===== src/rtl/dcba_pkg.sv =====
// shared types and constants of the dual channel block averager
// no dependencies; imported by the controller, the datapath and the top level
`default_nettype none

package dcba_pkg;

    localparam int COUNT_W    = 8;
    localparam int GAIN_W     = 8;
    localparam int AVG_W      = 16;
    localparam int DIGIT_W    = 4;
    localparam int BCD_DIGITS = 5;
    localparam int BCD_W      = BCD_DIGITS * DIGIT_W;
    localparam int BCD_STEPS  = AVG_W;
    localparam int CFG_IDX_W  = 2;
    localparam int CFG_DATA_W = 8;

    localparam logic [CFG_IDX_W-1:0] CFG_AVERAGE_COUNT = 2'd0;
    localparam logic [CFG_IDX_W-1:0] CFG_VOLTAGE_GAIN  = 2'd1;
    localparam logic [CFG_IDX_W-1:0] CFG_CURRENT_GAIN  = 2'd2;

    localparam logic [COUNT_W-1:0] AVERAGE_COUNT_RST = 8'd250;
    localparam logic [GAIN_W-1:0]  VOLTAGE_GAIN_RST  = 8'd150;
    localparam logic [GAIN_W-1:0]  CURRENT_GAIN_RST  = 8'd10;

    typedef enum logic [2:0] {
        S_IDLE,
        S_MUL,
        S_DIV,
        S_SAT,
        S_BCD,
        S_OUT
    } t_state;

    typedef struct packed {
        logic accum;
        logic start;
        logic mul;
        logic div_step;
        logic bcd_load;
        logic bcd_step;
        logic out_load;
    } t_cmd;

    typedef struct packed {
        logic hit;
        logic out_free;
    } t_stat;

endpackage

`default_nettype wire


===== src/rtl/dcba_ctrl.sv =====
// sequencing controller: accumulate, multiply, divide, saturate, bcd convert, output
// depends on dcba_pkg for the state type and the command and status structs
`default_nettype none

module dcba_ctrl #(
    parameter int SAMPLE_BITS = 10
) (
    input  wire logic           i_clk,
    input  wire logic           i_rst_n,
    input  wire logic           i_in_valid,
    output logic                o_in_ready,
    input  dcba_pkg::t_stat     i_stat,
    output dcba_pkg::t_cmd      o_cmd
);
    import dcba_pkg::*;

    localparam int QW        = SAMPLE_BITS + COUNT_W + GAIN_W - 2;
    localparam int DIV_STEPS = (QW + 1) / 2;
    localparam int MAX_STEPS = (DIV_STEPS > BCD_STEPS) ? DIV_STEPS : BCD_STEPS;
    localparam int STEP_W    = $clog2(MAX_STEPS);
    localparam logic [STEP_W-1:0] DIV_LAST = STEP_W'(DIV_STEPS - 1);
    localparam logic [STEP_W-1:0] BCD_LAST = STEP_W'(BCD_STEPS - 1);

    t_state r_state, n_state;
    logic [STEP_W-1:0] r_step, n_step;

    always_comb begin
        n_state = r_state;
        unique case (r_state)
            S_IDLE: begin
                if (i_in_valid && i_stat.hit) begin
                    n_state = S_MUL;
                end
            end
            S_MUL: n_state = S_DIV;
            S_DIV: begin
                if (r_step == DIV_LAST) begin
                    n_state = S_SAT;
                end
            end
            S_SAT: n_state = S_BCD;
            S_BCD: begin
                if (r_step == BCD_LAST) begin
                    n_state = S_OUT;
                end
            end
            S_OUT: begin
                if (i_stat.out_free) begin
                    n_state = S_IDLE;
                end
            end
            default: n_state = S_IDLE;
        endcase
        n_step = (n_state != r_state) ? '0 : r_step + 1'b1;
    end

    always_comb begin
        o_cmd      = '0;
        o_in_ready = 1'b0;
        unique case (r_state)
            S_IDLE: begin
                o_in_ready  = 1'b1;
                o_cmd.accum = i_in_valid;
                o_cmd.start = i_in_valid && i_stat.hit;
            end
            S_MUL: o_cmd.mul = 1'b1;
            S_DIV: o_cmd.div_step = 1'b1;
            S_SAT: o_cmd.bcd_load = 1'b1;
            S_BCD: o_cmd.bcd_step = 1'b1;
            S_OUT: o_cmd.out_load = i_stat.out_free;
            default: o_cmd = '0;
        endcase
    end

    always_ff @(posedge i_clk) begin
        if (!i_rst_n) begin
            r_state <= S_IDLE;
            r_step  <= '0;
        end else begin
            r_state <= n_state;
            r_step  <= n_step;
        end
    end

    a_mul_to_div: assert property (@(posedge i_clk) disable iff (!i_rst_n)
        (r_state == S_MUL) |=> (r_state == S_DIV))
        else $error("multiply not followed by divide");

    a_div_ends: assert property (@(posedge i_clk) disable iff (!i_rst_n)
        (r_state == S_DIV && r_step == DIV_LAST) |=> (r_state == S_SAT))
        else $error("divider ran past its last step");

    a_out_to_idle: assert property (@(posedge i_clk) disable iff (!i_rst_n)
        o_cmd.out_load |=> (r_state == S_IDLE && o_in_ready))
        else $error("input not reopened after result load");

endmodule

`default_nettype wire


===== src/rtl/dcba_datapath.sv =====
// datapath: channel accumulators, gain multiplier, radix-4 restoring divider,
// double dabble bcd converter and output register; depends on dcba_pkg
`default_nettype none

module dcba_datapath #(
    parameter int SAMPLE_BITS = 10
) (
    input  wire logic                            i_clk,
    input  wire logic                            i_rst_n,
    input  dcba_pkg::t_cmd                       i_cmd,
    output dcba_pkg::t_stat                      o_stat,
    input  wire logic [SAMPLE_BITS-1:0]          i_sample,
    input  wire logic [dcba_pkg::COUNT_W-1:0]    i_average_count,
    input  wire logic [dcba_pkg::GAIN_W-1:0]     i_voltage_gain,
    input  wire logic [dcba_pkg::GAIN_W-1:0]     i_current_gain,
    output logic                                 o_out_valid,
    input  wire logic                            i_out_ready,
    output logic                                 o_is_voltage,
    output logic [dcba_pkg::AVG_W-1:0]           o_average,
    output logic [dcba_pkg::DIGIT_W-1:0]         o_digit_high,
    output logic [dcba_pkg::DIGIT_W-1:0]         o_digit_mid,
    output logic [dcba_pkg::DIGIT_W-1:0]         o_digit_low
);
    import dcba_pkg::*;

    localparam int SUM_W     = SAMPLE_BITS + COUNT_W;
    localparam int PROD_W    = SUM_W + GAIN_W;
    localparam int QW        = PROD_W - 2;
    localparam int DIV_STEPS = (QW + 1) / 2;
    localparam int QP        = 2 * DIV_STEPS;
    localparam int DIV_W     = COUNT_W + 1;

    // channel accumulators
    logic               r_next_volt;
    logic [SUM_W-1:0]   r_vsum, r_csum;
    logic [COUNT_W-1:0] r_vcnt, r_ccnt;

    // operands of the block being finished
    logic [SUM_W-1:0]   r_op_sum;
    logic [GAIN_W-1:0]  r_op_gain;
    logic [DIV_W-1:0]   r_op_div;
    logic               r_op_volt;

    logic [QP-1:0]      r_dq, n_dq;
    logic [DIV_W-1:0]   r_rem, n_rem;
    logic [AVG_W-1:0]   r_bin, r_avg, n_bin;
    logic [BCD_W-1:0]   r_bcd, n_bcd;

    logic               r_out_valid;
    logic               r_out_volt;
    logic [AVG_W-1:0]   r_out_avg;
    logic [DIGIT_W-1:0] r_out_high, r_out_mid, r_out_low;

    logic [SUM_W-1:0]   sum_new;
    logic [COUNT_W-1:0] cnt_new;
    logic [PROD_W-1:0]  prod;
    logic               over;

    assign sum_new = (r_next_volt ? r_vsum : r_csum) + SUM_W'(i_sample);
    assign cnt_new = (r_next_volt ? r_vcnt : r_ccnt) + 1'b1;
    assign prod    = r_op_sum * r_op_gain;
    assign over    = |r_dq[QP-1:AVG_W];

    assign o_stat.hit      = (cnt_new == i_average_count);
    assign o_stat.out_free = !r_out_valid || i_out_ready;

    // two restoring quotient bits per cycle
    always_comb begin
        logic [DIV_W:0] rem_sh;
        logic [DIV_W:0] diff;
        n_rem = r_rem;
        n_dq  = r_dq;
        for (int k = 0; k < 2; k++) begin
            rem_sh = {n_rem, n_dq[QP-1]};
            diff   = rem_sh - {1'b0, r_op_div};
            if (rem_sh >= {1'b0, r_op_div}) begin
                n_rem = diff[DIV_W-1:0];
                n_dq  = {n_dq[QP-2:0], 1'b1};
            end else begin
                n_rem = rem_sh[DIV_W-1:0];
                n_dq  = {n_dq[QP-2:0], 1'b0};
            end
        end
    end

    // add 3 to every digit of 5 or more, then shift in the next binary bit
    always_comb begin
        logic [BCD_W-1:0] adj;
        adj = r_bcd;
        for (int d = 0; d < BCD_DIGITS; d++) begin
            if (adj[d*DIGIT_W +: DIGIT_W] >= DIGIT_W'(5)) begin
                adj[d*DIGIT_W +: DIGIT_W] = adj[d*DIGIT_W +: DIGIT_W] + DIGIT_W'(3);
            end
        end
        n_bcd = {adj[BCD_W-2:0], r_bin[AVG_W-1]};
        n_bin = {r_bin[AVG_W-2:0], 1'b0};
    end

    always_ff @(posedge i_clk) begin
        if (!i_rst_n) begin
            r_next_volt <= 1'b0;
            r_vsum      <= '0;
            r_csum      <= '0;
            r_vcnt      <= '0;
            r_ccnt      <= '0;
        end else if (i_cmd.accum) begin
            r_next_volt <= !r_next_volt;
            if (r_next_volt) begin
                r_vsum <= o_stat.hit ? '0 : sum_new;
                r_vcnt <= o_stat.hit ? '0 : cnt_new;
            end else begin
                r_csum <= o_stat.hit ? '0 : sum_new;
                r_ccnt <= o_stat.hit ? '0 : cnt_new;
            end
        end
    end

    always_ff @(posedge i_clk) begin
        if (i_cmd.start) begin
            r_op_sum  <= sum_new;
            r_op_gain <= r_next_volt ? i_voltage_gain : i_current_gain;
            // a count of zero stands for 256
            r_op_div  <= {cnt_new == '0, cnt_new};
            r_op_volt <= r_next_volt;
        end
        if (i_cmd.mul) begin
            r_dq  <= QP'(prod[PROD_W-1:2]);
            r_rem <= '0;
        end else if (i_cmd.div_step) begin
            r_dq  <= n_dq;
            r_rem <= n_rem;
        end
        if (i_cmd.bcd_load) begin
            r_bin <= over ? '1 : r_dq[AVG_W-1:0];
            r_avg <= over ? '1 : r_dq[AVG_W-1:0];
            r_bcd <= '0;
        end else if (i_cmd.bcd_step) begin
            r_bin <= n_bin;
            r_bcd <= n_bcd;
        end
        if (i_cmd.out_load) begin
            r_out_volt <= r_op_volt;
            r_out_avg  <= r_avg;
            if (r_op_volt) begin
                r_out_high <= r_bcd[4*DIGIT_W +: DIGIT_W];
                r_out_mid  <= r_bcd[3*DIGIT_W +: DIGIT_W];
                r_out_low  <= r_bcd[2*DIGIT_W +: DIGIT_W];
            end else begin
                r_out_high <= r_bcd[3*DIGIT_W +: DIGIT_W];
                r_out_mid  <= r_bcd[2*DIGIT_W +: DIGIT_W];
                r_out_low  <= r_bcd[1*DIGIT_W +: DIGIT_W];
            end
        end
    end

    always_ff @(posedge i_clk) begin
        if (!i_rst_n) begin
            r_out_valid <= 1'b0;
        end else if (i_cmd.out_load) begin
            r_out_valid <= 1'b1;
        end else if (i_out_ready) begin
            r_out_valid <= 1'b0;
        end
    end

    assign o_out_valid  = r_out_valid;
    assign o_is_voltage = r_out_volt;
    assign o_average    = r_out_avg;
    assign o_digit_high = r_out_high;
    assign o_digit_mid  = r_out_mid;
    assign o_digit_low  = r_out_low;

    a_digits_decimal: assert property (@(posedge i_clk) disable iff (!i_rst_n)
        o_out_valid |-> (o_digit_high <= DIGIT_W'(9) && o_digit_mid <= DIGIT_W'(9)
                         && o_digit_low <= DIGIT_W'(9)))
        else $error("result digit out of decimal range");

    a_load_shows: assert property (@(posedge i_clk) disable iff (!i_rst_n)
        i_cmd.out_load |=> o_out_valid)
        else $error("loaded result not presented");

    a_divisor_nonzero: assert property (@(posedge i_clk) disable iff (!i_rst_n)
        i_cmd.start |=> (r_op_div != '0))
        else $error("divisor captured as zero");

endmodule

`default_nettype wire


===== src/rtl/dual_channel_block_averager.sv =====
// dual channel block averager: a beat that does not finish a block leaves input ready high;
// a beat that finishes one holds input ready low while the block result is built and until
// the output register is free; the result is built by a multiply, a divide at 2 quotient
// bits per divider cycle, a saturate, the bcd shift steps and an output load. synchronous
// active low reset clears sums, counts and the channel flag (current first) and restores
// the three registers
`default_nettype none

module dual_channel_block_averager #(
    parameter int SAMPLE_BITS = 10
) (
    input  wire logic                              i_clk,
    input  wire logic                              i_rst_n,
    input  wire logic                              i_in_valid,
    output logic                                   o_in_ready,
    input  wire logic [SAMPLE_BITS-1:0]            i_sample,
    output logic                                   o_out_valid,
    input  wire logic                              i_out_ready,
    output logic                                   o_is_voltage,
    output logic [dcba_pkg::AVG_W-1:0]             o_average,
    output logic [dcba_pkg::DIGIT_W-1:0]           o_digit_high,
    output logic [dcba_pkg::DIGIT_W-1:0]           o_digit_mid,
    output logic [dcba_pkg::DIGIT_W-1:0]           o_digit_low,
    input  wire logic                              i_cfg_valid,
    output logic                                   o_cfg_ready,
    input  wire logic [dcba_pkg::CFG_IDX_W-1:0]    i_cfg_index,
    input  wire logic [dcba_pkg::CFG_DATA_W-1:0]   i_cfg_data
);
    import dcba_pkg::*;

    logic [COUNT_W-1:0] r_average_count;
    logic [GAIN_W-1:0]  r_voltage_gain;
    logic [GAIN_W-1:0]  r_current_gain;

    t_cmd  cmd;
    t_stat stat;

    assign o_cfg_ready = 1'b1;

    always_ff @(posedge i_clk) begin
        if (!i_rst_n) begin
            r_average_count <= AVERAGE_COUNT_RST;
            r_voltage_gain  <= VOLTAGE_GAIN_RST;
            r_current_gain  <= CURRENT_GAIN_RST;
        end else if (i_cfg_valid) begin
            case (i_cfg_index)
                CFG_AVERAGE_COUNT: r_average_count <= i_cfg_data;
                CFG_VOLTAGE_GAIN:  r_voltage_gain  <= i_cfg_data;
                CFG_CURRENT_GAIN:  r_current_gain  <= i_cfg_data;
                default: ;
            endcase
        end
    end

    dcba_ctrl #(
        .SAMPLE_BITS (SAMPLE_BITS)
    ) u_ctrl (
        .i_clk      (i_clk),
        .i_rst_n    (i_rst_n),
        .i_in_valid (i_in_valid),
        .o_in_ready (o_in_ready),
        .i_stat     (stat),
        .o_cmd      (cmd)
    );

    dcba_datapath #(
        .SAMPLE_BITS (SAMPLE_BITS)
    ) u_datapath (
        .i_clk           (i_clk),
        .i_rst_n         (i_rst_n),
        .i_cmd           (cmd),
        .o_stat          (stat),
        .i_sample        (i_sample),
        .i_average_count (r_average_count),
        .i_voltage_gain  (r_voltage_gain),
        .i_current_gain  (r_current_gain),
        .o_out_valid     (o_out_valid),
        .i_out_ready     (i_out_ready),
        .o_is_voltage    (o_is_voltage),
        .o_average       (o_average),
        .o_digit_high    (o_digit_high),
        .o_digit_mid     (o_digit_mid),
        .o_digit_low     (o_digit_low)
    );

endmodule

`default_nettype wire


===== config.mk =====
export PLATFORM = sky130hd
export DESIGN_NAME = dual_channel_block_averager
export DESIGN_NICKNAME = d
export VERILOG_FILES = /design/src/rtl/dcba_pkg.sv /design/src/rtl/dcba_ctrl.sv /design/src/rtl/dcba_datapath.sv /design/src/rtl/dual_channel_block_averager.sv
export SDC_FILE = /design/constraint.sdc
export NUM_CORES = 1
export LEC_CHECK = 0
export BUFFER_PORTS_ARGS = -buffer_cell sky130_fd_sc_hd__buf_2
export CELL_PAD_IN_SITES_DETAIL_PLACEMENT = 1
export CELL_PAD_IN_SITES_GLOBAL_PLACEMENT = 1
export CORE_MARGIN = 5
export CORE_UTILIZATION = 54
export DETAILED_ROUTE_END_ITERATION = 16
export PLACE_DENSITY = 0.91
export SYNTH_ARGS = -nofsm -noshare
export SYNTH_HDL_FRONTEND = slang
export SYNTH_SLANG_ARGS = --single-unit
export TNS_END_PERCENT = 100

===== constraint.sdc =====
create_clock -name i_clk -period 12.6 [get_ports i_clk]
set_input_delay 0.63 -clock i_clk [delete_from_list [all_inputs] [get_ports i_clk]]
set_output_delay 0.63 -clock i_clk [all_outputs]
set_load 0.05 [all_outputs]

==> results.txt, run 1 <==
----------------------------------------------------
[Layout]
  Number of antenna cells inserted ... 0
  Non-filler cells in the finished layout ... 1975
  Final net count ... 1778
  Area Overhead vs Synth ... 9.85%
  Layout cell share with drive strength beyond 1 ... 11.7%
  Sequential cell area ... 5920 um^2
  Final Core Density ... 59.7%
  Multi-input gate area ... 8780 um^2
  Number of fillers in the final layout ... 3137

[Floorplan]
  Number of core rows ... 62
  Vertical extent of the die ... 180 um
  Num ports ... 57
  Die width ... 180 um
  Area of the core region ... 28500 um^2
  Die Area ... 32200 um^2
  Starting density of the core ... 54.3%

[Yosys]
  Yosys reg bits ... 235
  Part of the Yosys area used for sequential elements ... 38.1%
  Share of the synthesized area in the top cell type ... 23.4%
  Proportion of synthesized flip-flops having asynchronous set or reset ... 0%
  Post-Syn Instances ... 1535
  Most used standard cell by instance count after synthesis ... nand2_1
  Dominant synthesized flop cell ... edfxtp_1
  Synth Cell Area ... 15500 um^2
  Ys Warns ... 0
  Number of enable flip-flop cells after synthesis ... 121
  Dominant cell type by area after synthesis ... edfxtp_1
  Net count after synthesis ... 1744
  Most common library cells after synthesis ... 163 x nand2_1, 151 x inv_1, 129 x and2_1, 121 x edfxtp_1, 114 x dfxtp_1
  Number of unique standard cell types used by synthesis ... 72
  Synthesized area per cell ... 10.1 um^2
  Leading post-synthesis cells by cell area ... edfxtp_1 23%, dfxtp_1 15%, fa_1 13%, ha_1 6.9%, and2_1 5.2%

[Global routing]
  Met2 Use GR ... 46.4%
  Antenna violations before repair ... 0
  Vias in the first global route ... 12908
  Met1 Use GR ... 30.4%
  Most crowded layer after global routing ... met2
  Wire length of the first global-routing pass ... 67800 um
  GRT Residual Overflow ... 0
  Pin count of the biggest net entering global routing ... 61
  Met3 capacity usage during global routing ... 3.56%
  GRT Resource Usage Total ... 25.6%

[STA]
  Worst max-slew margin expressed relative to the limit ... 17.3%
  Worst setup skew after layout ... 0.0196 ns
  Period utilisation layout ... 45.6%
  Total of endpoints with negative setup slack in the final report ... 0
  Number of hold violations in the final report ... 0
  Peak Freq ... 0.174 GHz
  Actual transition at the worst max-transition pin ... 1.24 ns
  Fin Setup TNS ... 0 ns
  Setup repair after global routing missed its margin ... no
  Final count of pins violating max slew ... 0
  Worst Hold Slack ... 0.330 ns
  Final critical delay including setup and external delays ... 5.74 ns

[Routing]
  Via count normalized by instance count ... 5.86
  Number of nets still failing antenna checks after routing ... 0
  Mean routed wirelength per cell ... 21.1 um
  Vias post-DR ... 11574
  Detailed-route DRC error count ... 0
  DR pass1 iterations ... 7
  Overall routed net length ... 41800 um
  Detailed router's first-iteration violation count ... 522

[Power and ir drop]
  Power Dens Cells ... 115 nW/um^2
  Worst IR drop on VDD ... 0.0867 mV
  Static power due to leakage ... 7.06 nW
  Final Power ... 1.95 mW

[Place]
  Final weighted congestion of routability-driven global placement ... 0.887
  HPWL after detailed placement ... 30300 um
  Count of input and output buffers ... 55
  Post-Place Cells ... 1923

[Worst setup path]
  Cell class contributing the biggest share of worst-path delay ... adder cells
  Max FO, Critical Path ... 18
  Signal arrival time at the worst endpoint ... 6.02 ns
  Kind of start point of the critical path ... register
  Highest cell delay on the worst timing path ... 0.70 ns
  Endpoint required time on the critical path ... 12.88 ns
  CP endpoint kind ... register
  Slowest cell on the critical path ... edfxtp_1
  Library cell appearing most often on the critical path ... fa_1
  Total buffers and inverters traversed by the critical path ... 3
  Class of the most critical setup path ... register to register
  Cell chain of the critical path ... nand2_1 -> fa_1 -> inv_1 -> fa_1 -> fa_1 -> inv_1 -> fa_1 -> inv_1 -> ha_1 -> a211o_1 -> a21oi_1 -> a32oi_1 -> a221oi_1 -> o21ai_0 -> a21oi_1 -> xor2_1 -> o21ai_0

[Clock tree]
  CTS Buffer Depth ... 3
  Hold buffer count at CTS ... 0
  Clock transition at path regs ... 0.06 ns
  Number of gates given a new drive strength after cts ... 0
  Number of sinks on the clock net ... 235
  Root cell of the clock tree ... clkbuf_16
  Worst-skew pair later-pin latency ... 0.57 ns
  TritonCTS buffer count ... 28
  Number of H-tree levels ... 1
  Clock tree from TritonCTS ... yes
  Postcts setup bufs ... 0

[Status]
  Outcome ... finished, final reports clean

[Hold path]
  Path category of the worst min-delay check ... primary input to register

[Run]
  Max Cap Viol ... 0

----------------------------------------------------
==> area by class of cell <==
type,count,area share [%]
repair buffers,63,1.97
clock buffers,31,4.24
flip-flops and latches,235,34.7
multi-input cells,1090,51.5
inverters,151,3.33
well taps,384,2.82
clock inverters,21,1.41
==> where the power goes <==
| group | internal [mW] | switching (mW) | total, mW |
|---|---|---|---|
| Clock | 0.498 | 0.340 | 0.838 |
| Sequential | 0.822 | 0.0182 | 0.841 |
| Combinational | 0.111 | 0.162 | 0.273 |
| Total | 1.43 | 0.520 | 1.95 |
==> worst register-to-register path, stage by stage, from the launching register on <==
cell	delay, ns
edfxtp_1	0.70
nand2_1	0.23
fa_1	0.51
inv_1	0.10
fa_1	0.47
fa_1	0.57
inv_1	0.06
fa_1	0.53
inv_1	0.05
ha_1	0.39
a211o_1	0.30
a21oi_1	0.13
a32oi_1	0.20
a221oi_1	0.55
o21ai_0	0.23
a21oi_1	0.21
xor2_1	0.15
o21ai_0	0.10
==> logic make-up after synthesis <==
| kind of cell | Yosys count | synth area share, % |
|---|---|---|
| XOR/XNOR | 71 | 4.29 |
| AND/OR/NAND/NOR | 502 | 16.6 |
| multiplexers | 71 | 5.06 |
| buffers and inverters | 210 | 5.33 |
| AO/OA/AOI/OAI | 261 | 11.0 |
| adder cells (fa/ha/maj) | 184 | 19.6 |
| flip-flops | 235 | 38.1 |
| other | 1 | 0.0242 |
==> routing by layer <==
layer | vias up | wire (um)
li1 | 5282 | -
met1 | 5790 | 16400
met2 | 370 | 21500
met3 | 132 | 1970
met4 | 0 | 1820
met5 | - | 0
==> registers in the layout (all words and copies together), names as in the netlist, 8 cells and up <==
register / cells
r_average_count: 8
r_current_gain: 8
r_voltage_gain: 8
u_datapath.o_average: 16
u_datapath.r_avg: 16
u_datapath.r_bcd: 20
u_datapath.r_bin: 16
u_datapath.r_ccnt: 8
u_datapath.r_csum: 18
u_datapath.r_dq: 24
u_datapath.r_op_div: 9
u_datapath.r_op_gain: 8
u_datapath.r_op_sum: 18
u_datapath.r_rem: 9
u_datapath.r_vcnt: 8
u_datapath.r_vsum: 18
==> placed cells by master, fill, tap and decap left out, types with 7 or more instances in the layout <==
| cell | n |
|---|---|
| mux2i_1 | 24 |
| nand3_1 | 60 |
| a21boi_0 | 30 |
| buf_2 | 55 |
| clkbuf_16 | 28 |
| nand2b_1 | 16 |
| o211ai_1 | 9 |
| a22o_1 | 29 |
| edfxtp_1 | 121 |
| fa_1 | 99 |
| dfxtp_1 | 113 |
| and3_1 | 10 |
| o21ai_0 | 71 |
| a21oi_1 | 64 |
| buf_4 | 8 |
| nor2_1 | 42 |
| nor2b_1 | 19 |
| mux2_2 | 45 |
| and2_1 | 129 |
| xor2_1 | 32 |
| clkinvlp_4 | 7 |
| inv_1 | 151 |
| xnor2_1 | 36 |
| nand2_1 | 163 |
| nand4_1 | 8 |
| or2_2 | 19 |
| ha_1 | 85 |
| a21o_1 | 8 |
| nor3_1 | 12 |
==> per-stage QoR <==
| step | setup WS (ns) | cell area, um^2 |
|---|---|---|
| floorplan | 7.41 | 15500 |
| global placement | 7.23 | 16100 |
| detailed placement | 6.96 | 16100 |
| CTS | 6.86 | 17000 |
| global route | 6.52 | 17000 |
| finish | 6.86 | 17000 |
==> final timing paths <==
check	start	endpoint	slack, ns	cells past startpoint
setup / recovery	u_datapath.r_op_gain[7]	u_datapath.r_dq[22]	6.86	17
hold / removal	i_cfg_data[1]	r_average_count[1]	0.33	3
setup reg to reg	u_datapath.r_op_gain[7]	u_datapath.r_dq[22]	6.86	17
hold reg to reg	u_datapath.r_avg[5]	u_datapath.o_average[5]	0.42	0
(Power assumes the default switching activity.)
==> inputs of run 2 (changes only) <==
--- a/config.mk
+++ b/config.mk
@@ -5,13 +5,14 @@
 export SDC_FILE = /design/constraint.sdc
 export NUM_CORES = 1
 export LEC_CHECK = 0
+export ABC_AREA = 1
 export BUFFER_PORTS_ARGS = -buffer_cell sky130_fd_sc_hd__buf_2
 export CELL_PAD_IN_SITES_DETAIL_PLACEMENT = 1
 export CELL_PAD_IN_SITES_GLOBAL_PLACEMENT = 1
 export CORE_MARGIN = 5
-export CORE_UTILIZATION = 54
+export CORE_UTILIZATION = 48
 export DETAILED_ROUTE_END_ITERATION = 16
-export PLACE_DENSITY = 0.91
+export PLACE_DENSITY = 0.86
 export SYNTH_ARGS = -nofsm -noshare
 export SYNTH_HDL_FRONTEND = slang
 export SYNTH_SLANG_ARGS = --single-unit
==> constraint.sdc (replaced) <==
create_clock -name i_clk -period 5.9 [get_ports i_clk]
set_input_delay 0.295 -clock i_clk [delete_from_list [all_inputs] [get_ports i_clk]]
set_output_delay 0.295 -clock i_clk [all_outputs]
set_load 0.05 [all_outputs]
==> results.txt, run 2 <==
----------------------------------------------------
[Status]
  Outcome ... finished, final reports clean

[Yosys]
  Post-Syn Instances ... 2029 (+32%)
  Net count after synthesis ... 2238 (+28%)
  Synth Cell Area ... 16500 um^2 (+6.2%)
  Dominant cell type by area after synthesis ... edfxtp_1
  Synthesized area per cell ... 8.12 um^2 (-20%)
  Most used standard cell by instance count after synthesis ... nand2_1
  Yosys reg bits ... 235 (unchanged)
  Part of the Yosys area used for sequential elements ... 35.9% (-2.2 points)
  Share of the synthesized area in the top cell type ... 22.1% (-1.4 points)
  Ys Warns ... 0 (unchanged)
  Number of enable flip-flop cells after synthesis ... 121 (unchanged)
  Dominant synthesized flop cell ... edfxtp_1
  Leading post-synthesis cells by cell area ... edfxtp_1 22%, dfxtp_1 14%, fa_1 12%, nand2_1 12%, inv_1 8.9%
  Most common library cells after synthesis ... 524 x nand2_1, 391 x inv_1, 128 x o21ai_0, 121 x edfxtp_1, 114 x dfxtp_1
  Number of unique standard cell types used by synthesis ... 49 (-32%)
  Proportion of synthesized flip-flops having asynchronous set or reset ... 0% (unchanged)

[STA]
  Worst setup skew after layout ... 0.0102 ns (-0.00942 ns)
  Actual transition at the worst max-transition pin ... 1.12 ns (-0.124 ns)
  Final count of pins violating max slew ... 0 (unchanged)
  Worst Hold Slack ... 0.0181 ns (-0.312 ns)
  Peak Freq ... 0.183 GHz (+5.2%)
  Worst max-slew margin expressed relative to the limit ... 25.4% (+8.1 points)
  Fin Setup TNS ... 0 ns (unchanged)
  Setup repair after global routing missed its margin ... no
  Period utilisation layout ... 92.4% (+47 points)
  Total of endpoints with negative setup slack in the final report ... 0 (unchanged)
  Final critical delay including setup and external delays ... 5.45 ns (-0.286 ns)
  Number of hold violations in the final report ... 0 (unchanged)

[Worst setup path]
  Class of the most critical setup path ... register to register
  Kind of start point of the critical path ... register
  Slack of the worst reg-to-reg path ... 0.45 ns (-6.41 ns)
  CP endpoint kind ... register
  Signal arrival time at the worst endpoint ... 5.71 ns (-0.31 ns)
  Endpoint required time on the critical path ... 6.16 ns (-6.72 ns)
  Max FO, Critical Path ... 18 (unchanged)

[Layout]
  Layout cell share with drive strength beyond 1 ... 10.2% (-1.5 points)
  Registers with the most flip-flops ... u_datapath.r_dq x24, u_datapath.r_bcd x20
  Area Overhead vs Synth ... 9.31%
  Final net count ... 2259 (+27%)
  Register ranked first by flip-flop count ... u_datapath.r_dq
  Commonest cells after routing, fill and taps aside ... 524 x nand2_1, 391 x inv_1, 128 x o21ai_0
  Number of antenna cells inserted ... 0 (unchanged)
  Final Core Density ... 53.4% (-6.3 points)
  Final standard cell area without fillers ... 18000 um^2 (+5.6%)
  Leading cell type in the layout, fill and taps excluded ... nand2_1
  Number of fillers in the final layout ... 4120 (+31%)
  Largest register FFs ... 24 (unchanged)

[Place]
  Final weighted congestion of routability-driven global placement ... 0.866 (-2.4%)
  Total placed instance area ... 17100 um^2 (+6.0%)
  Count of input and output buffers ... 55 (unchanged)
  HPWL after detailed placement ... 33300 um (+10%)

[Power and ir drop]
  Power Dens Cells ... 244 nW/um^2 (+110%)
  Internal Dissipation ... 3.12 mW (+120%)
  Part of the power in registers ... 41.8% (-1.3 points)
  NetSw ... 1.27 mW (+140%)
  Combinational share of power ... 18.8% (+4.8 points)
  Static power due to leakage ... 8.96 nW (+27%)
  Switching fraction of total power ... 28.9% (+2.2 points)
  Share of power burned in the clock network ... 39.5% (-3.4 points)
  Worst IR drop on VDD ... 0.209 mV (+140%)

[Floorplan]
  Die Area ... 38100 um^2 (+18%)
  Starting density of the core ... 48.9% (-5.5 points)
  Area of the core region ... 33700 um^2 (+18%)
  Vertical extent of the die ... 195 um (+8.8%)
  Number of core rows ... 67 (+8.1%)
  Die width ... 195 um (+8.8%)
  Num ports ... 57 (unchanged)

[Global routing]
  GRT Residual Overflow ... 0 (unchanged)
  Pin count of the biggest net entering global routing ... 58 (-4.9%)
  GRT Resource Usage Total ... 23.2% (-2.4 points)
  Wire length of the first global-routing pass ... 73900 um (+9.0%)
  Vias in the first global route ... 14918 (+16%)
  Antenna violations before repair ... 0 (unchanged)

[Routing]
  DR pass1 iterations ... 5 (-2)
  Mean routed wirelength per cell ... 17.4 um (-18%)
  Overall routed net length ... 43800 um (+5.0%)
  Detailed-route DRC error count ... 0 (unchanged)
  Via count normalized by instance count ... 5.33 (-9.1%)
  Number of nets still failing antenna checks after routing ... 0 (unchanged)
  Vias post-DR ... 13423 (+16%)
  Detailed router's first-iteration violation count ... 576 (+10%)

[Hold path]
  Path category of the worst min-delay check ... primary input to register

[Clock tree]
  Number of sinks on the clock net ... 235 (unchanged)
  Worst-skew pair later-pin latency ... 0.55 ns (-0.02 ns)
  Clock tree from TritonCTS ... yes
  CTS Buffer Depth ... 3 (unchanged)
  Number of gates given a new drive strength after cts ... 0 (unchanged)
  TritonCTS buffer count ... 27 (-3.6%)
  Number of H-tree levels ... 1 (unchanged)
  Postcts setup bufs ... 0 (unchanged)
  Root cell of the clock tree ... clkbuf_16
  Clock transition at path regs ... 0.06 ns (about the same)

[Run]
  Max Cap Viol ... 0 (unchanged)

----------------------------------------------------
[run 2: changes by cell type after synthesis, sizes merged, moves of 20 or more]
cell / change
inv: +243
o21ai: +77
a31oi: +20
nor2: +50
nand2: +391
a22o: -29
mux2i: -24
a21boi: -28
a21oi: +41
nand3: +29
mux2: -46
and2: -129
[run 2: path summary, 6_finish.rpt]
kind,from,to,cells past startpoint
worst min-delay path,i_cfg_data[4],r_average_count[4],3
worst min register to register,u_datapath.r_avg[7],u_datapath.o_average[7],0
worst max register to register,u_datapath.r_op_gain[4],u_datapath.r_dq[13],18
worst max-delay path,u_datapath.r_op_gain[4],u_datapath.r_dq[13],18
[run 2: area by class of cell]
| class | instances | area [um^2] | share of cell area, % |
|---|---|---|---|
| inverters | 396 | 1490 | 8.30 |
| clock buffers | 37 | 807 | 4.48 |
| clock inverters | 13 | 124 | 0.688 |
| flip-flops and latches | 235 | 5920 | 32.9 |
| multi-input cells | 1319 | 8700 | 48.3 |
| well taps | 448 | 561 | 3.11 |
| repair buffers | 71 | 400 | 2.22 |
[run 2: critical path: stages (launching register included)]
cell and delay, ns:
edfxtp_1 0.83, nand2_1 0.20, fa_1 0.54, fa_1 0.50
inv_1 0.06, fa_1 0.54, inv_1 0.06, fa_1 0.53
inv_1 0.04, ha_1 0.34, nand2_1 0.11, inv_1 0.04
a21boi_0 0.43, o21ai_0 0.31, nand2_1 0.12, nand2_1 0.06
or2_2 0.28, nand3_1 0.07, o21ai_0 0.09
[run 2: timing repair]
| action | in CTS | in global routing |
|---|---|---|
| setup endpoints to repair | 0 | 0 |
| hold buffers | 2 | 0 |
| hold endpoints to repair | 4 | 0 |
[run 2: power groups by stage]
stage	Combinational [mW]	Sequential, mW	Clock (mW)
final	0.824	1.84	1.73
after global routing	0.931	1.84	1.85
after CTS	0.825	1.83	1.77
after detailed placement	0.813	1.87	0
after global placement	0.763	1.86	0
after floorplan	0.632	1.85	0
[run 2: cells by family (layout without fill, tap and decap cells)]
| logic type | count (synthesis) | in the layout | synth area share (%) |
|---|---|---|---|
| fa+ha+maj | 184 | 184 | 18.5 |
| mux | 1 | 1 | 0.0608 |
| other cells | 1 | 1 | 0.0228 |
| xor+xnor | 51 | 51 | 2.76 |
| compound gates | 301 | 301 | 10.7 |
| simple gates | 781 | 781 | 20.7 |
| buf+inv | 475 | 517 | 11.4 |
| flops | 235 | 235 | 35.9 |
[run 2: through the flow]
stage | power (mW) | setup WS (ns) | instances
after global placement | 2.63 | 0.702 | 2467
after floorplan | 2.48 | 0.966 | 2029
after CTS | 4.43 | 0.505 | 2519
after global routing | 4.62 | 0.159 | 2519
final | 4.39 | 0.446 | 2519
after detailed placement | 2.68 | 0.518 | 2467
[run 2: layer usage]
metal,wire length [um],vias to the layer above,track usage (%)
li1,-,6406,-
met1,18300,6673,27.8
met2,23000,257,43.8
met3,1450,87,2.88
met4,1100,0,6.15
met5,0,-,0
==> inputs of run 3 (changes only) <==
--- a/config.mk
+++ b/config.mk
@@ -8,12 +8,14 @@
 export ABC_AREA = 1
 export BUFFER_PORTS_ARGS = -buffer_cell sky130_fd_sc_hd__buf_2
 export CELL_PAD_IN_SITES_DETAIL_PLACEMENT = 1
-export CELL_PAD_IN_SITES_GLOBAL_PLACEMENT = 1
+export CELL_PAD_IN_SITES_GLOBAL_PLACEMENT = 2
 export CORE_MARGIN = 5
-export CORE_UTILIZATION = 48
+export CORE_UTILIZATION = 39
+export CTS_BUF_LIST = sky130_fd_sc_hd__clkbuf_16
 export DETAILED_ROUTE_END_ITERATION = 16
-export PLACE_DENSITY = 0.86
+export PLACE_DENSITY = 0.87
 export SYNTH_ARGS = -nofsm -noshare
 export SYNTH_HDL_FRONTEND = slang
+export SYNTH_HIERARCHICAL = 1
 export SYNTH_SLANG_ARGS = --single-unit
 export TNS_END_PERCENT = 100
==> results.txt, run 3 <==
----------------------------------------------------
[Worst setup path]
  Signal arrival time at the worst endpoint ... 5.55 ns (-0.16 ns)
  Reg-to-Reg End ... u_datapath/r_dq[12]
  Endpoint required time on the critical path ... 6.18 ns (+0.02 ns)
  Depth of the worst register-to-register path ... 18 (unchanged)
  Class of the most critical setup path ... register to register
  Last element of the critical path ... u_datapath/r_dq[12]
  Max FO, Critical Path ... 18 (unchanged)
  Kind of start point of the critical path ... register
  Worst r2r src ... u_datapath/r_op_gain[3]
  CP endpoint kind ... register
  Slack of the worst reg-to-reg path ... 0.63 ns (+0.18 ns)
  Launch point of the worst path ... u_datapath/r_op_gain[3]

[Yosys]
  Most used standard cell by instance count after synthesis ... nand2_1
  Share of the synthesized area in the top cell type ... 21.6% (-0.47 points)
  Yosys reg bits ... 235 (unchanged)
  Most common library cells after synthesis ... 557 x nand2_1, 400 x inv_1, 127 x o21ai_0, 121 x edfxtp_1
  Synthesized area per cell ... 7.94 um^2 (-2.1%)
  Leading post-synthesis cells by cell area ... edfxtp_1 22%, dfxtp_1 14%, nand2_1 12%, fa_1 12%, inv_1 8.9%
  Net count after synthesis ... 2327 (+4.0%)
  Synth Cell Area ... 16800 um^2 (+2.2%)
  Proportion of synthesized flip-flops having asynchronous set or reset ... 0% (unchanged)
  Part of the Yosys area used for sequential elements ... 35.2% (-0.76 points)
  Post-Syn Instances ... 2118 (+4.4%)
  Ys Warns ... 6 (+6)
  Dominant cell type by area after synthesis ... edfxtp_1
  Number of enable flip-flop cells after synthesis ... 121 (unchanged)
  Number of unique standard cell types used by synthesis ... 53 (+8.2%)
  Dominant synthesized flop cell ... edfxtp_1

[Floorplan]
  Number of core rows ... 76 (+13%)
  Starting density of the core ... 39.2% (-9.6 points)
  Vertical extent of the die ... 218 um (+12%)
  Area of the core region ... 42900 um^2 (+27%)
  Num ports ... 57 (unchanged)
  Die Area ... 47400 um^2 (+24%)
  Die width ... 218 um (+12%)

[Place]
  Count of input and output buffers ... 55 (unchanged)
  HPWL after detailed placement ... 33500 um (+0.64%)
  Setup slack at placement ... 0.597 ns (+0.0787 ns)
  Final weighted congestion of routability-driven global placement ... 0.843 (-2.7%)
  Total placed instance area ... 17500 um^2 (+2.8%)

[Clock tree]
  Root cell of the clock tree ... clkbuf_16
  Hold buffer count at CTS ... 1 (-1)
  Clock transition at path regs ... 0.06 ns (about the same)
  TritonCTS buffer count ... 28 (+3.7%)
  Worst-skew pair later-pin latency ... 0.55 ns (about the same)
  Postcts setup bufs ... 0 (unchanged)
  Clock tree from TritonCTS ... yes
  Number of gates given a new drive strength after cts ... 0 (unchanged)
  Number of sinks on the clock net ... 235 (unchanged)
  CTS Buffer Depth ... 3 (unchanged)
  Number of H-tree levels ... 1 (unchanged)

[Routing]
  Via count normalized by instance count ... 4.92 (-7.6%)
  Number of nets still failing antenna checks after routing ... 0 (unchanged)
  Detailed-route DRC error count ... 0 (unchanged)
  Vias post-DR ... 13494 (+0.53%)
  Mean routed wirelength per cell ... 15.9 um (-8.9%)
  Overall routed net length ... 43500 um (-0.87%)
  DR pass1 iterations ... 5 (unchanged)
  Detailed router's first-iteration violation count ... 654 (+14%)

[Global routing]
  GRT Resource Usage Total ... 18.5% (-4.7 points)
  Vias in the first global route ... 14486 (-2.9%)
  GRT Residual Overflow ... 0 (unchanged)
  Antenna violations before repair ... 0 (unchanged)
  Pin count of the biggest net entering global routing ... 54 (-6.9%)
  Wire length of the first global-routing pass ... 73500 um (-0.55%)

[STA]
  Period utilisation layout ... 89.4% (-3.0 points)
  Actual transition at the worst max-transition pin ... 1.16 ns (+0.0468 ns)
  Total of endpoints with negative setup slack in the final report ... 0 (unchanged)
  Fin Setup TNS ... 0 ns (unchanged)
  Worst setup skew after layout ... 0.0147 ns (+0.00457 ns)
  Worst Setup Slack, final ... 0.625 ns (+0.180 ns)
  Worst max-slew margin expressed relative to the limit ... 22.3% (-3.1 points)
  Setup repair after global routing missed its margin ... no
  Final critical delay including setup and external delays ... 5.27 ns (-0.180 ns)
  Peak Freq ... 0.190 GHz (+3.4%)
  Final count of pins violating max slew ... 0 (unchanged)
  Number of hold violations in the final report ... 0 (unchanged)

[Layout]
  Layout cell share with drive strength beyond 1 ... 10.5% (+0.34 points)
  Leading cell type in the layout, fill and taps excluded ... nand2_1
  Number of antenna cells inserted ... 0 (unchanged)
  Final Core Density ... 43.1% (-10 points)
  Register ranked first by flip-flop count ... u_datapath/r_dq
  Commonest cells after routing, fill and taps aside ... 556 x nand2_1, 405 x inv_1, 127 x o21ai_0
  Registers with the most flip-flops ... u_datapath/r_dq x24, u_datapath/r_bcd x20
  Multi-input gate area ... 8990 um^2 (+3.4%)
  Sequential cell area ... 5920 um^2 (about the same)
  Final net count ... 2343 (+3.7%)
  Largest register FFs ... 24 (unchanged)
  Number of fillers in the final layout ... 5273 (+28%)
  Area Overhead vs Synth ... 9.77%
  Final standard cell area without fillers ... 18500 um^2 (+2.6%)

[Power and ir drop]
  Static power due to leakage ... 9.14 nW (+2.0%)
  Worst IR drop on VDD ... 0.204 mV (-2.2%)
  Power Dens Cells ... 211 nW/um^2 (-14%)

[Hold path]
  Path category of the worst min-delay check ... primary input to register

[Run]
  Max Cap Viol ... 0 (unchanged)

[Status]
  Outcome ... finished, final reports clean

----------------------------------------------------
==> run 3: changes by cell type after synthesis, moves of 8 or more <==
cell	previous run	this run
xor2_1	31	23
a21oi_1	85	73
nand3_1	86	94
o22ai_1	0	12
nand2_1	524	557
or2_2	7	17
nor2_1	87	114
inv_1	391	400
==> run 3: per-layer routing <==
| metal | track usage [%] | share of wire (%) |
|---|---|---|
| met2 | 32.9 | 48 |
| met5 | 0 | 0 |
| met3 | 2.17 | 2.5 |
| met4 | 3.45 | 1.7 |
| met1 | 24.6 | 47 |
==> run 3: kinds of logic (layout without fill, tap and decap cells) <==
logic type	Yosys count	after routing	share of synthesized area [%]
flops	235	235	35.2
simple gates	875	875	22.7
fa+ha+maj	184	184	18.1
buf+inv	487	525	11.6
other cells	1	1	0.0223
compound gates	297	297	10.2
xor+xnor	39	39	2.21
==> run 3: worst min-delay path by stage <==
stage | startpoint | to | slack, ns | depth (start not counted)
finish | i_cfg_data[7] | r_current_gain[7] | 0.02 | 3
global placement | u_datapath/r_avg[12] | u_datapath/o_average[12] | 0.40 | 0
detailed placement | u_datapath/r_avg[12] | u_datapath/o_average[12] | 0.41 | 0
global route | i_cfg_data[2] | r_current_gain[2] | 0.02 | 3
floorplan | u_datapath/r_avg[0] | u_datapath/o_average[0] | 0.40 | 0
CTS | i_cfg_data[2] | r_current_gain[2] | 0.0003 | 3
==> run 3: worst max-delay path, stage by stage, from the launching register on <==
cell and delay, ns:
edfxtp_1 0.87, nand2_1 0.17, fa_1 0.51, fa_1 0.50, inv_1 0.06, fa_1 0.54, inv_1 0.06, fa_1 0.53
inv_1 0.04, ha_1 0.36, nand2_1 0.12, o21ai_0 0.26, nor2_1 0.15, o21ai_0 0.38, nand2_1 0.14, nand2_1 0.10
nand2_1 0.05, nand3_1 0.07, o21ai_0 0.09
==> run 3: layout make-up <==
type	instances	share of cell area, %
multi-input combinational	1396	48.7
sequential	235	32.0
inverter	407	8.29
tap	585	3.96
clock buffer	29	3.93
timing repair buffer	66	1.95
clock inverter	23	1.14
==> run 3: per-stage QoR <==
stage	std cells	total power, mW	hold slack [ns]
5_1_grt	2741	4.08	0.0180
3_3_place_gp	2688	2.17	0.401
4_1_cts	2741	3.95	0.000349
2_1_floorplan	2118	2.09	0.400
6_report	2741	3.90	0.0207
3_5_place_dp	2688	2.18	0.406
==> run 3: where the power goes <==
part           switching [mW]  internal (mW)
clock network           0.690           1.06
registers              0.0221           1.75
logic                   0.252          0.120
